[config.mk]
export PLATFORM = sky130hd
export DESIGN_NAME = tcce_ctrl
export DESIGN_NICKNAME = d
export VERILOG_FILES = /design/src/hw/rtl/tcce_pkg.sv /design/src/hw/rtl/tcce_ctrl.sv
export SDC_FILE = /design/constraint.sdc
export NUM_CORES = 1
export LEC_CHECK = 0
export BUFFER_PORTS_ARGS = -buffer_cell sky130_fd_sc_hd__buf_2
export CORE_AREA = 2 2 39 41
export CTS_CLUSTER_DIAMETER = 150
export DETAILED_ROUTE_END_ITERATION = 12
export DIE_AREA = 0 0 41 43
export PLACE_DENSITY = 0.67
export SETUP_SLACK_MARGIN = 0.02
export SYNTH_ARGS = -nofsm -noshare
export SYNTH_HDL_FRONTEND = slang
export SYNTH_SLANG_ARGS = --single-unit
[constraint.sdc]
create_clock -name clk -period 1 [get_ports clk]
set_input_delay 0.05 -clock clk [delete_from_list [all_inputs] [get_ports clk]]
set_output_delay 0.05 -clock clk [all_outputs]
set_load 0.05 [all_outputs]
[src/hw/rtl/tcce_pkg.sv]
// ----------------------------------------------------------------------------
// tcce_pkg
// Shared types, codes and constants of the text console character engine.
// ----------------------------------------------------------------------------
package tcce_pkg;

  // default screen geometry
  localparam int ROWS_DEF = 25;
  localparam int COLS_DEF = 80;

  // field widths
  localparam int ACTION_W  = 2;
  localparam int CHAR_W    = 8;
  localparam int INDEX_W   = 11;
  localparam int CURSOR_W  = 11;
  localparam int COLOR_W   = 4;
  localparam int CELL_W    = 16;
  localparam int CFG_IDX_W = 2;

  // action codes
  localparam logic [ACTION_W-1:0] ACT_PUT   = 2'd0;
  localparam logic [ACTION_W-1:0] ACT_READ  = 2'd1;
  localparam logic [ACTION_W-1:0] ACT_CLEAR = 2'd2;
  localparam logic [ACTION_W-1:0] ACT_NONE  = 2'd3;

  // configuration register indexes
  localparam logic [CFG_IDX_W-1:0] REG_BACKGROUND = 2'd0;
  localparam logic [CFG_IDX_W-1:0] REG_DEFAULT_FG = 2'd1;

  // character codes
  localparam logic [CHAR_W-1:0] CHAR_SPACE   = 8'h20;
  localparam logic [CHAR_W-1:0] CHAR_NEWLINE = 8'h0A;

  // register reset values
  localparam logic [COLOR_W-1:0] BG_RESET     = 4'h0;
  localparam logic [COLOR_W-1:0] DEF_FG_RESET = 4'h7;

  // input request
  typedef struct packed {
    logic [ACTION_W-1:0] action;
    logic [CHAR_W-1:0]   char_code;
    logic [INDEX_W-1:0]  cell_index;
  } in_t;

  // result request
  typedef struct packed {
    logic [CURSOR_W-1:0] cursor_position;
    logic [CHAR_W-1:0]   read_char;
    logic [CHAR_W-1:0]   read_attr;
    logic                scrolled;
  } out_t;

  // controller to datapath commands
  typedef struct packed {
    logic load_item;
    logic set_fg;
    logic restore_fg;
    logic home_cursor;
    logic cnt_clr;
    logic fill_we;
    logic fill_init;
    logic scroll_step;
    logic scroll_done;
    logic print;
    logic read_issue;
    logic emit;
    logic emit_read;
    logic emit_scrolled;
  } cmd_t;

  // datapath to controller status
  typedef struct packed {
    logic [ACTION_W-1:0] action;
    logic                is_color;
    logic                cursor_full;
    logic                read_ok;
    logic                slot_free;
    logic                fill_last;
    logic                scroll_last;
  } status_t;

endpackage

[src/hw/rtl/tcce_ctrl.sv]
// ----------------------------------------------------------------------------
// tcce_ctrl
// Sequencer of the console: decodes each request and steps the datapath
// through print, read, scroll and screen fill operations.
// ----------------------------------------------------------------------------
module tcce_ctrl (
  input  logic              clk,
  input  logic              rst_n,
  input  logic              in_valid,
  output logic              in_stall,
  input  tcce_pkg::status_t status,
  output tcce_pkg::cmd_t    cmd
);
  import tcce_pkg::*;

  localparam logic [2:0] S_INIT   = 3'd0;
  localparam logic [2:0] S_IDLE   = 3'd1;
  localparam logic [2:0] S_EXEC   = 3'd2;
  localparam logic [2:0] S_FILL   = 3'd3;
  localparam logic [2:0] S_SCROLL = 3'd4;
  localparam logic [2:0] S_PRINT  = 3'd5;
  localparam logic [2:0] S_RDWAIT = 3'd6;

  logic [2:0] state_r;
  logic [2:0] state_nxt;

  // next state and command decode
  always_comb begin
    cmd       = '0;
    state_nxt = state_r;
    unique case (state_r)
      S_INIT: begin
        // power-up blanking of the whole screen
        cmd.fill_we   = 1'b1;
        cmd.fill_init = 1'b1;
        if (status.fill_last) begin
          cmd.cnt_clr = 1'b1;
          state_nxt   = S_IDLE;
        end
      end
      S_IDLE: begin
        if (in_valid) begin
          cmd.load_item = 1'b1;
          state_nxt     = S_EXEC;
        end
      end
      S_EXEC: begin
        // wait here until the result register can take a result
        if (status.slot_free) begin
          unique case (status.action)
            ACT_PUT: begin
              if (status.is_color) begin
                cmd.set_fg = 1'b1;
                cmd.emit   = 1'b1;
                state_nxt  = S_IDLE;
              end else if (status.cursor_full) begin
                cmd.cnt_clr = 1'b1;
                state_nxt   = S_SCROLL;
              end else begin
                cmd.print = 1'b1;
                cmd.emit  = 1'b1;
                state_nxt = S_IDLE;
              end
            end
            ACT_READ: begin
              if (status.read_ok) begin
                cmd.read_issue = 1'b1;
                state_nxt      = S_RDWAIT;
              end else begin
                cmd.emit  = 1'b1;
                state_nxt = S_IDLE;
              end
            end
            ACT_CLEAR: begin
              cmd.restore_fg  = 1'b1;
              cmd.home_cursor = 1'b1;
              cmd.cnt_clr     = 1'b1;
              state_nxt       = S_FILL;
            end
            ACT_NONE: begin
              cmd.emit  = 1'b1;
              state_nxt = S_IDLE;
            end
            default: begin
              state_nxt = S_IDLE;
            end
          endcase
        end
      end
      S_FILL: begin
        cmd.fill_we = 1'b1;
        if (status.fill_last) begin
          cmd.cnt_clr = 1'b1;
          cmd.emit    = 1'b1;
          state_nxt   = S_IDLE;
        end
      end
      S_SCROLL: begin
        cmd.scroll_step = 1'b1;
        if (status.scroll_last) begin
          cmd.scroll_done = 1'b1;
          cmd.cnt_clr     = 1'b1;
          state_nxt       = S_PRINT;
        end
      end
      S_PRINT: begin
        cmd.print         = 1'b1;
        cmd.emit          = 1'b1;
        cmd.emit_scrolled = 1'b1;
        state_nxt         = S_IDLE;
      end
      S_RDWAIT: begin
        cmd.emit      = 1'b1;
        cmd.emit_read = 1'b1;
        state_nxt     = S_IDLE;
      end
      default: begin
        state_nxt = S_IDLE;
      end
    endcase
  end

  // state register
  always_ff @(posedge clk) begin
    if (!rst_n) begin
      state_r <= S_INIT;
    end else begin
      state_r <= state_nxt;
    end
  end

  assign in_stall = (state_r != S_IDLE);

endmodule

Yosys cells after proc, flatten, opt, wreduce, memory -nomap -nowiden
Cells that the tools add are included.
- eq/ne operators: 14
- mux-type cells: 39
- reductions and logical operators: 5
- operators by type and width (kind ; number):
    two-way mux 3 bit ; 9
    one-hot mux 3 bit (4 select lines) ; 2
    two-way mux 1 bit ; 20
    equality test 3 bit, second input constant ; 3
    one-hot mux 1 bit (3 select lines) ; 3
    equality test 3 x 2 -> 1 bit, second input constant ; 2
    inequality test 2 bit, second input constant ; 3
    equality test 2 bit, second input constant ; 2
    two-way mux 2 bit ; 2
    two-way mux 4 bit ; 1
    one-hot mux 1 bit (2 select lines) ; 2
    AND reduction 4 bit ; 1
    OR reduction 2 bit ; 2
    equality test 3 x 1 -> 1 bit, second input constant ; 1
    logical NOT 3 bit ; 1
    inequality test 3 x 1 -> 1 bit, second input constant ; 1
    equality test 2 x 1 -> 1 bit, second input constant ; 1
    logical NOT 2 bit ; 1
    inequality test 2 x 1 -> 1 bit, second input constant ; 1
- register bits: 3
- bits of input ports: 11
- output and inout port bits: 15
- logic and storage cells: 59

Logic depth before layout (Yosys ltp)
Gate-level depths: netlist (run 1).
- depth after elaboration: 5
- depth in mapped cells: 5
- depth with buffers taken out: 4

Worst setup path after synthesis (run 1)
OpenSTA, ideal clock, no wires.
- path type: register -> output
- start point: register state_r[2]
- end point: output port cmd[9] in the netlist's numbering
- arrival: 2.322 ns
- required time: 0.950 ns
- path slack: -1.372 ns
- cell stages (with the launch flop): 5
- path buffers: 1
- cell sequence: dfxtp_1 buf_4 nor3b_1 nand2_1 o221ai_1
- RTL lines (what ; line ; source):
    start: declaration ; tcce_ctrl.sv:24 ; logic [2:0] state_r;
    start signal: assignment ; tcce_ctrl.sv:128 ; state_r <= state_nxt;
    end: declaration ; tcce_ctrl.sv:12 ; output tcce_pkg::cmd_t cmd

==> results of run 1 <==
-- cell type report --
class	instances	share of cell area (%)
repair buffers	58	47.90
multi-input cells	42	39.51
flip-flops and latches	3	5.850
inverters	6	2.649
clock buffers	4	2.318
well taps	16	1.766
-- kinds of logic (layout without fill, tap and decap cells) --
logic type | count (synthesis) | in the layout | share of synthesized area (%)
simple gates | 27 | 27 | 39.32
compound gates | 14 | 14 | 29.16
flops | 3 | 3 | 16.27
buf+inv | 10 | 68 | 12.88
xor+xnor | 1 | 1 | 2.373
-- repair_timing --
item / 4_1_cts / 5_1_grt
hold endpoints to repair: 0 / 0
setup buffers: 11 / 4
resized for setup: 58 / 14
endpoints found under the setup margin: 18 / 18
pin swaps: 10 / 6
-- cell usage in the layout (no fill, tap or decap), drive strengths merged --
cell type | synthesis | final
buf | 4 | 58
nand2 | 7 | 7
nor2 | 6 | 6
nor3 | 5 | 5
inv | 6 | 4
a21oi | 4 | 4
clkbuf | 0 | 4
dfxtp | 3 | 3
clkinvlp | 0 | 2
nor3b | 2 | 2
o221ai | 2 | 2
nand3 | 2 | 2
xor2 | 1 | 1
nand3b | 1 | 1
nand2b | 1 | 1
or3 | 1 | 1
o41ai | 1 | 1
nor2b | 1 | 1
o21a | 1 | 1
o22ai | 1 | 1
o21ai | 1 | 1
a221oi | 1 | 1
a31oi | 1 | 1
o2111a | 1 | 1
o31a | 1 | 1
nor4b | 1 | 1
-- metal layers --
layer | vias up | routed length [µm] | track usage (%)
met4 | 0 | 35 | 13.33
met5 | - | 0 | 0
met3 | 4 | 74 | 5.759
met1 | 295 | 662 | 23.95
met2 | 26 | 1059 | 36.88
li1 | 316 | - | -
-- how the worst min path moves through the flow --
stage / cells after the start / start / endpoint
floorplan: 1 / status[7] / cmd[12]
global placement: 2 / rst_n / state_r[1]
detailed placement: 2 / rst_n / state_r[1]
CTS: 3 / rst_n / state_r[0]
global route: 3 / rst_n / state_r[0]
finish: 3 / rst_n / state_r[0]
-- through the flow --
stage,cell area [µm²],hold WS (ns),utilization (%)
floorplan,510.5,0.1594,-
global placement,800.8,0.3240,57.87
CTS,1097,0.09417,79.29
global route,1134,0.1087,81.92
finish,1134,0.1096,81.92
detailed placement,800.8,0.3241,57.87
-- power by group --
part	total (mW)	internal, mW	leakage [nW]	switching [mW]
logic	0.772	0.364	0.457	0.407
registers	0.146	0.134	0.0261	0.0122
clock network	0.212	0.149	0.0150	0.0627
total	1.13	0.647	0.498	0.482
-- worst max-delay path, stage by stage, from the launching register on --
cell	delay (ns)
dfxtp_2	0.31
nand2b_4	0.13
or3_4	0.41
o41ai_4	0.24
buf_6	0.20
==> metrics.txt, run 1 <==
P&R area growth vs syn 207.1%; min Tclk post-route around 1.6 ns; Final GP Congestion just over 0.8; Final period util 158.9%; CP max FO 4; die area 0.001763 mm²; most flop-heavy register state_r; H-tree levels 1; multi-input logic area approximately 450 µm²; Critical Path RT about 0.95 ns; WL/cell 14.19 µm; register area approximately 66 µm²; vias in the first global route between 600 and 700; Seq/Total Area, Yosys ~16%; CTS max path bufs 2; Worst-Skew Late Latency ~0.24 ns; Crit Reg-Reg Endpoint state_r[0]; Inserted Diodes 0; Slew headroom roughly 83%; share of async-settable or async-resettable flops after synthesis 0%; reg-to-reg slack, setup -0.31 ns; Fill cells 91; setup tns final -6.837 ns; antenna violations before repair 0; syn avg cell area 6.711 µm²; pre-CTS setup slack -0.4175 ns; reg2reg start state_r[0]; FF+latch count, synth 3; Worst Setup SP state_r[0]; Highest Clock Rate 629.4 MHz; total congestion overflow 0; post-synth top area cell dfxtp_1; Die W just over 40 µm; Synth Instances between 50 and 60; dpl hpwl around 1200 µm; fin cells ~130; Setup crit end kind output pin; PD cells 996.4 mW/mm²; first-pass GRT wire length between 2000 and 3000 µm; cts hold-fix bufs 0; clock sink count 3; Clock Tree Root clkbuf_4; max FFs per register 3; Startpoint Class flop; via/cell ratio between 4 and 5; failing checks setup timing; total wire length roughly 1800 µm; Post-Syn Nets 66; placed cell count ~120; HP Class in2reg; Antenna Nets Post-Route 0; status finished, violations left; Critical Path AT between 1.5 and 2 ns; drt pass-1 iters 4; final total power 1.130 mW; synthesized area approximately 370 µm²; fraction of layout cells with a size suffix above 1 approximately 80%; VDD IR max roughly 700 µV; WS Path Type reg2out; RSZ-0062 raised after global routing yes; warning count from the yosys run 0; largest net degree at the start of global routing 9; # DRC 0; EDFF count, synth 0; fin. max-slew vios 0; CTS clk-pin slew, worst paths 0.04 ns; gr usage total between 20 and 25%; top cells by count, synth nand2_1 (7), inv_1 (6), nor2_1 (6), nor3_1 (5), a21oi_1 (4); Final Hold Viols 0; Slew @ Worst Pin between 0.2 and 0.3 ns; Final setup viols 18; I/O pins 26; most common cell in the netlist nand2_1; Layout Nets between 100 and 150; Num CTS Buffers 3; LEAKAGE between 0.4 and 0.5 nW; Primary FF master, synth dfxtp_1; CTS tree built; total number of vias 641; Iteration-0 DRC Markers 12; biggest regs state_r: 3 flops; row count 14; core footprint 0.001384 mm²; Distinct cells, synth 25; length in cells of the worst reg-to-reg path 7; Setup crit end cmd[4]; Die H around 43 µm; max-cap violations 0; synth top area cells dfxtp_1 (16%), nand2_1 (7.1%), nor3_1 (6.8%); Clock Skews between 0.003 and 0.004 ns; Starting Density between 20% and 30%; Buffers on Ports 25; post-synth top area share between 10% and 20%; Final WS setup -0.5889 ns
Note: power is estimated with default switching activity, not from simulation.
==> run 2, diff against run 1 <==
--- a/config.mk
+++ b/config.mk
@@ -5,12 +5,13 @@
 export SDC_FILE = /design/constraint.sdc
 export NUM_CORES = 1
 export LEC_CHECK = 0
+export ABC_AREA = 1
 export BUFFER_PORTS_ARGS = -buffer_cell sky130_fd_sc_hd__buf_2
 export CORE_AREA = 2 2 39 41
 export CTS_CLUSTER_DIAMETER = 150
 export DETAILED_ROUTE_END_ITERATION = 12
 export DIE_AREA = 0 0 41 43
-export PLACE_DENSITY = 0.67
+export PLACE_DENSITY = 0.69
 export SETUP_SLACK_MARGIN = 0.02
 export SYNTH_ARGS = -nofsm -noshare
 export SYNTH_HDL_FRONTEND = slang
==> metrics.txt, run 2 <==
Final period util 137.0% (was 158.9%); fraction of layout cells with a size suffix above 1 66.94% (was 79.65%); most common cell in the netlist nand2_1 (unchanged); multi-input logic area 405.4 µm² (was 447.9 µm²); PD cells 2622 mW/mm² (was 996.4 mW/mm²); post-synth top area share 20.75% (was 16.27%); pre-CTS setup slack -0.2882 ns (was -0.4175 ns); most frequent cells in the layout nand2_1 (16), nor2_4 (11), buf_4 (11) (was buf_4 (23), buf_6 (16), buf_2 (10), buf_8 (8)); total number of vias 625 (was 641); Distinct cells, synth 14 (was 25); drt pass-1 iters 2 (was 4); grt peak-use layer met2 (unchanged); setup tns final -4.883 ns (was -6.837 ns); Final Hold Viols 0 (unchanged); biggest regs state_r: 3 flops (unchanged); CTS clk-pin slew, worst paths 0.03 ns (was 0.04 ns); total congestion overflow 0 (unchanged); largest net degree at the start of global routing 6 (was 9); Iteration-0 DRC Markers 11 (was 12); Inserted Diodes 0 (unchanged); H-tree levels 1 (unchanged); CTS max path bufs 2 (unchanged); Slew headroom 82.39% (was 82.63%); M1 GR Usage 19.43% (was 23.95%); WL/cell 10.15 µm (was 14.19 µm); top cells by count, synth nand2_1 (22), nor2_1 (19), inv_1 (15), nand2_2 (6), nand3_1 (6) (was nand2_1 (7), inv_1 (6), nor2_1 (6), nor3_1 (5), a21oi_1 (4)); met2 Track Usage GR 30.94% (was 36.88%); Buffers on Ports 25 (unchanged); first-pass GRT wire length 2283 µm (was 2622 µm); warning count from the yosys run 0 (unchanged); fin. max-slew vios 0 (unchanged); Starting Density 28.75% (was 26.67%); Die H 43 µm (unchanged); Cell Chain, Critical Path buf_6, nand2_2, buf_4, nor2_4, nor2_4, o221ai_2, buf_6 (was nand2b_4, or3_4, o41ai_4, buf_6); final total power 2.467 mW (was 1.130 mW); # DRC 0 (unchanged); synth top area cells nand2_1 (21%), nor2_1 (18%), dfxtp_1 (15%) (was dfxtp_1 (16%), nand2_1 (7.1%), nor3_1 (6.8%)); Startpoint Class flop (unchanged); most common cell after layout, fill and taps aside nand2_1 (was buf_4); failing checks setup timing (unchanged); synthesized area 397.9 µm² (was 369.1 µm²); via/cell ratio 4.562 (was 4.969); Synth Instances 80 (was 55); Post-Route Utilization 67.99% (was 81.92%); Critical Path RT 0.95 ns (about the same); vias in the first global route 616 (was 619); CP delay by family, top buffers and inverters (was simple AND/OR/NAND/NOR gates); Slew @ Worst Pin 0.2632 ns (was 0.2597 ns); die area 0.001763 mm² (unchanged); antenna violations before repair 0 (unchanged); Clock Tree Root clkbuf_4 (unchanged); register area 68.82 µm² (was 66.31 µm²); Antenna Nets Post-Route 0 (unchanged); Die W 41 µm (unchanged); FF+latch count, synth 3 (unchanged); syn avg cell area 4.974 µm² (was 6.711 µm²); cts hold-fix bufs 0 (unchanged); Num CTS Buffers 3 (unchanged); EDFF count, synth 0 (unchanged); max-cap violations 0 (unchanged); Layout Nets 133 (was 125); Setup crit end kind output pin (unchanged); core footprint 0.001384 mm² (unchanged); max incr delay on CP 0.33 ns (was 0.41 ns); Clock Skews 0.001446 ns (was 0.003527 ns); Fill cells 130 (was 91); I/O pins 26 (unchanged); share of async-settable or async-resettable flops after synthesis 0% (unchanged); max FFs per register 3 (unchanged); Seq/Total Area, Yosys 15.09% (was 16.27%); HP Class in2reg (unchanged); Final setup viols 18 (unchanged); CTS tree built (unchanged); post-synth top area cell nand2_1 (was dfxtp_1); WS Path Type reg2out (unchanged); total wire length 1390 µm (was 1831 µm); Worst-Skew Late Latency 0.23 ns (was 0.24 ns); Final GP Congestion 0.7917 (was 0.8235); gr usage total 18.62% (was 22.43%); CP Buf/Inv Count 3 (was 1); Primary FF master, synth dfxtp_1 (unchanged); LEAKAGE 0.4803 nW (was 0.4980 nW); RSZ-0062 raised after global routing yes (unchanged); most flop-heavy register state_r (unchanged); dpl hpwl 1040 µm (was 1184 µm); Post-Syn Nets 91 (was 66); Final WS setup -0.3695 ns (was -0.5889 ns); VDD IR max 2352 µV (was 720.4 µV); CP max FO 4 (unchanged); critical path's slowest cell dfxtp_2 (was or3_4); min Tclk post-route 1.370 ns (was 1.589 ns); met3 Usage GRT 4.712% (was 5.759%); Highest Clock Rate 730.2 MHz (was 629.4 MHz); P&R area growth vs syn 136.5% (was 207.1%); status finished, violations left (unchanged); row count 14 (unchanged); clock sink count 3 (unchanged); Critical Path AT 1.32 ns (was 1.54 ns)
## run 2: worst paths after layout
path	to	slack [ns]	cells past startpoint	from
hold / removal	state_r[1]	0.07	3	rst_n
setup reg to reg	state_r[1]	-0.24	10	state_r[0]
hold reg to reg	state_r[1]	0.55	2	state_r[1]
setup / recovery	cmd[2]	-0.37	7	state_r[0]
## run 2: metal layers
| metal | share of wire (%) | vias to the layer above |
|---|---|---|
| met3 | 5.5 | 4 |
| met5 | 0 | - |
| met4 | 2.8 | 0 |
| met1 | 35 | 275 |
| li1 | - | 322 |
| met2 | 56 | 24 |
## run 2: kinds of logic after synthesis
kind of cell / after synthesis / share of synthesized area, %
and+or+nand+nor: 56 / 61.95
AOI/OAI and AO/OA: 3 / 5.032
DFF: 3 / 15.09
buffers and inverters: 18 / 17.92
## run 2: worst reg2reg max path: cells and delay by family, from the launching register on
kind | cells | cell delay [ns]
buffers and inverters | 2 | 0.24
flip-flops | 1 | 0.33
AND/OR/NAND/NOR | 8 | 0.56
## run 2: layout make-up
| class | instances | area share [%] |
|---|---|---|
| clock buffer | 4 | 2.793 |
| inverter | 17 | 7.447 |
| multi-input combinational | 59 | 43.09 |
| sequential | 3 | 7.314 |
| tap | 16 | 2.128 |
| timing repair buffer | 38 | 37.23 |
## run 2: timing repair
action / 4_1_cts / 5_1_grt
endpoints found under the setup margin: 18 / 18
pin swaps: 8 / 4
setup buffers: 1 / 1
resized for setup: 41 / 17
## run 2: report_power, final
part           switching [mW]  internal, mW
clock                  0.0557         0.149
sequential             0.0642         0.178
combinational            1.22         0.799
## run 2: stage by stage
step | instance area [µm²] | cells | hold slack, ns
after detailed placement | 713.2 | 131 | 0.3075
after global routing | 940.9 | 137 | 0.06611
after CTS | 879.6 | 136 | 0.06616
final | 940.9 | 137 | 0.06843
after global placement | 713.2 | 131 | 0.3035
after floorplan | 496.7 | 80 | 0.1607
==> run 3, diff against run 2 <==
--- a/config.mk
+++ b/config.mk
@@ -11,7 +11,8 @@
 export CTS_CLUSTER_DIAMETER = 150
 export DETAILED_ROUTE_END_ITERATION = 12
 export DIE_AREA = 0 0 41 43
-export PLACE_DENSITY = 0.69
+export GPL_ROUTABILITY_DRIVEN = 0
+export PLACE_DENSITY = 0.63
 export SETUP_SLACK_MARGIN = 0.02
 export SYNTH_ARGS = -nofsm -noshare
 export SYNTH_HDL_FRONTEND = slang
==> constraint.sdc (replaced) <==
create_clock -name clk -period 1.7 [get_ports clk]
set_input_delay 0.085 -clock clk [delete_from_list [all_inputs] [get_ports clk]]
set_output_delay 0.085 -clock clk [all_outputs]
set_load 0.05 [all_outputs]
==> metrics.txt, run 3 (synthesized netlist as in run 2, its figures left out) <==
Final Hold Viols 0 (unchanged); CP delay by family, top simple AND/OR/NAND/NOR gates (was buffers and inverters); P&R area growth vs syn 49.06% (was 136.5%); min Tclk post-route approximately 1.6 ns; vias in the first global route 430 (was 616); Setup crit end kind output pin (unchanged); Startpoint Class flop (unchanged); Worst Hold Launch rst_n (unchanged); Critical Path AT 1.47 ns (was 1.32 ns); H-tree levels 1 (unchanged); pre-CTS setup slack 0.3032 ns (was -0.2882 ns); most frequent cells in the layout nand2_1 (22), buf_2 (20), nor2_1 (16), inv_1 (15), clkbuf_4 (8) (was nand2_1 (16), nor2_4 (11), buf_4 (11)); largest net degree at the start of global routing 6 (unchanged); Num CTS Buffers 3 (unchanged); clock sink count 3 (unchanged); Worst-Skew Late Latency 0.23 ns (about the same); placed cell count 120 (was 131); cts hold-fix bufs 0 (unchanged); VDD IR max 997.0 µV (was 2352 µV); Final setup viols 0 (was 18); die area 0.001763 mm² (unchanged); max FFs per register 3 (unchanged); drt pass-1 iters 4 (was 2); CTS clk-pin slew, worst paths 0.04 ns (was 0.03 ns); Post-Place Cell Area 549.3 µm² (was 713.2 µm²); # DRC 0 (unchanged); fin cells 124 (was 137); final hold slack 0.09994 ns (was 0.06843 ns); Final period util about 92%; Highest Clock Rate ~640 MHz; most common cell after layout, fill and taps aside nand2_1 (unchanged); status complete, no violations (was finished, violations left); max incr delay on CP 0.39 ns (was 0.33 ns); Final WS setup 0.1436 ns (was -0.3695 ns); gr usage total 12.85% (was 18.62%); Layout Nets 120 (was 133); dpl hpwl 875.5 µm (was 1040 µm); post-route cell area 593.1 µm² (was 940.9 µm²); CP max FO 5 (was 4); fin. max-slew vios 0 (unchanged); final total power 991.0 µW (was 2.467 mW); Starting Density 28.75% (unchanged); Clock Tree Root clkbuf_4 (unchanged); Cell Chain, Critical Path nand2_2, nor2_4, inv_1, nor2_1, nand2_1, o22ai_2, clkbuf_4 (was buf_6, nand2_2, buf_4, nor2_4, nor2_4, o221ai_2, buf_6); max-cap violations 0 (unchanged); Slew @ Worst Pin 0.2513 ns (was 0.2632 ns); Antenna Nets Post-Route 0 (unchanged); WS Path Type reg2out (unchanged); LEAKAGE 0.3724 nW (was 0.4803 nW); Slew headroom 83.36% (was 82.39%); Iteration-0 DRC Markers 17 (was 11); critical path's slowest cell dfxtp_1 (was dfxtp_2); Clock Skews 0.0003223 ns (was 0.001446 ns); reg2reg start state_r[2] (was state_r[0]); CTS max path bufs 2 (unchanged); most flop-heavy register state_r (unchanged); Die H 43 µm (unchanged); core footprint 0.001384 mm² (unchanged); Inserted Diodes 0 (unchanged); I/O pins 26 (unchanged); antenna violations before repair 0 (unchanged); first-pass GRT wire length 1531 µm (was 2283 µm); Worst Setup SP state_r[1] (was state_r[0]); HP Class in2reg (unchanged); post-cts gate resize count 0 (was 41); row count 14 (unchanged); Buffers on Ports 25 (unchanged); postcts setup bufs 0 (was 1); CTS tree built (unchanged); WL/cell 8.113 µm (was 10.15 µm); fraction of layout cells with a size suffix above 1 38.89% (was 66.94%); total congestion overflow 0 (unchanged); CP Buf/Inv Count 2 (was 3); via/cell ratio 4.242 (was 4.562); Critical Path RT 1.62 ns (was 0.95 ns); total number of vias 526 (was 625); Die W 41 µm (unchanged); total wire length 1006 µm (was 1390 µm); PD cells 1671 mW/mm² (was 2622 mW/mm²); biggest regs state_r: 3 flops (unchanged); RSZ-0062 raised after global routing no (was yes)
## run 3: worst reg2reg max path, cell delays in order, from the launching register on
cell and delay (ns):
dfxtp_1 0.42, inv_2 0.10, nand3_1 0.12, nand2_2 0.08
nand2_2 0.08, nand2_2 0.06, nor2_4 0.11, nand2_1 0.07
nand2_1 0.05, nor2_1 0.03
## run 3: per-layer routing
metal | share of wire (%) | vias up | track usage, %
met5 | 0 | - | 0
met4 | 0 | 0 | 8.000
met3 | 4.4 | 0 | 3.141
met2 | 53 | 13 | 20.00
met1 | 43 | 221 | 14.79
li1 | - | 292 | -
## run 3: power by group
group | total (mW) | switching (mW) | internal (mW)
registers | 0.124 | 0.0286 | 0.0951
logic | 0.744 | 0.553 | 0.191
clock network | 0.124 | 0.0357 | 0.0879
## run 3: layout make-up
cell class              count  area (µm²)
well taps                  16       20.02
multi-input cells          59       285.3
flip-flops and latches      3       60.06
inverters                  17       63.81
clock buffers               4       26.28
repair buffers             25       137.6
fillers                   161       790.8
## run 3: worst paths after layout
check | endpoint | slack [ns] | depth (start not counted)
hold / removal | state_r[1] | 0.1 | 3
setup reg to reg | state_r[1] | 0.46 | 9
setup / recovery | cmd[4] | 0.14 | 7
hold reg to reg | state_r[0] | 0.53 | 2
## run 3: through the flow
step	setup TNS (ns)	utilization [%]
2_1_floorplan	-0.001267	-
3_5_place_dp	0	39.69
5_1_grt	0	42.86
4_1_cts	0	41.59
3_3_place_gp	0	39.69
6_report	0	42.86
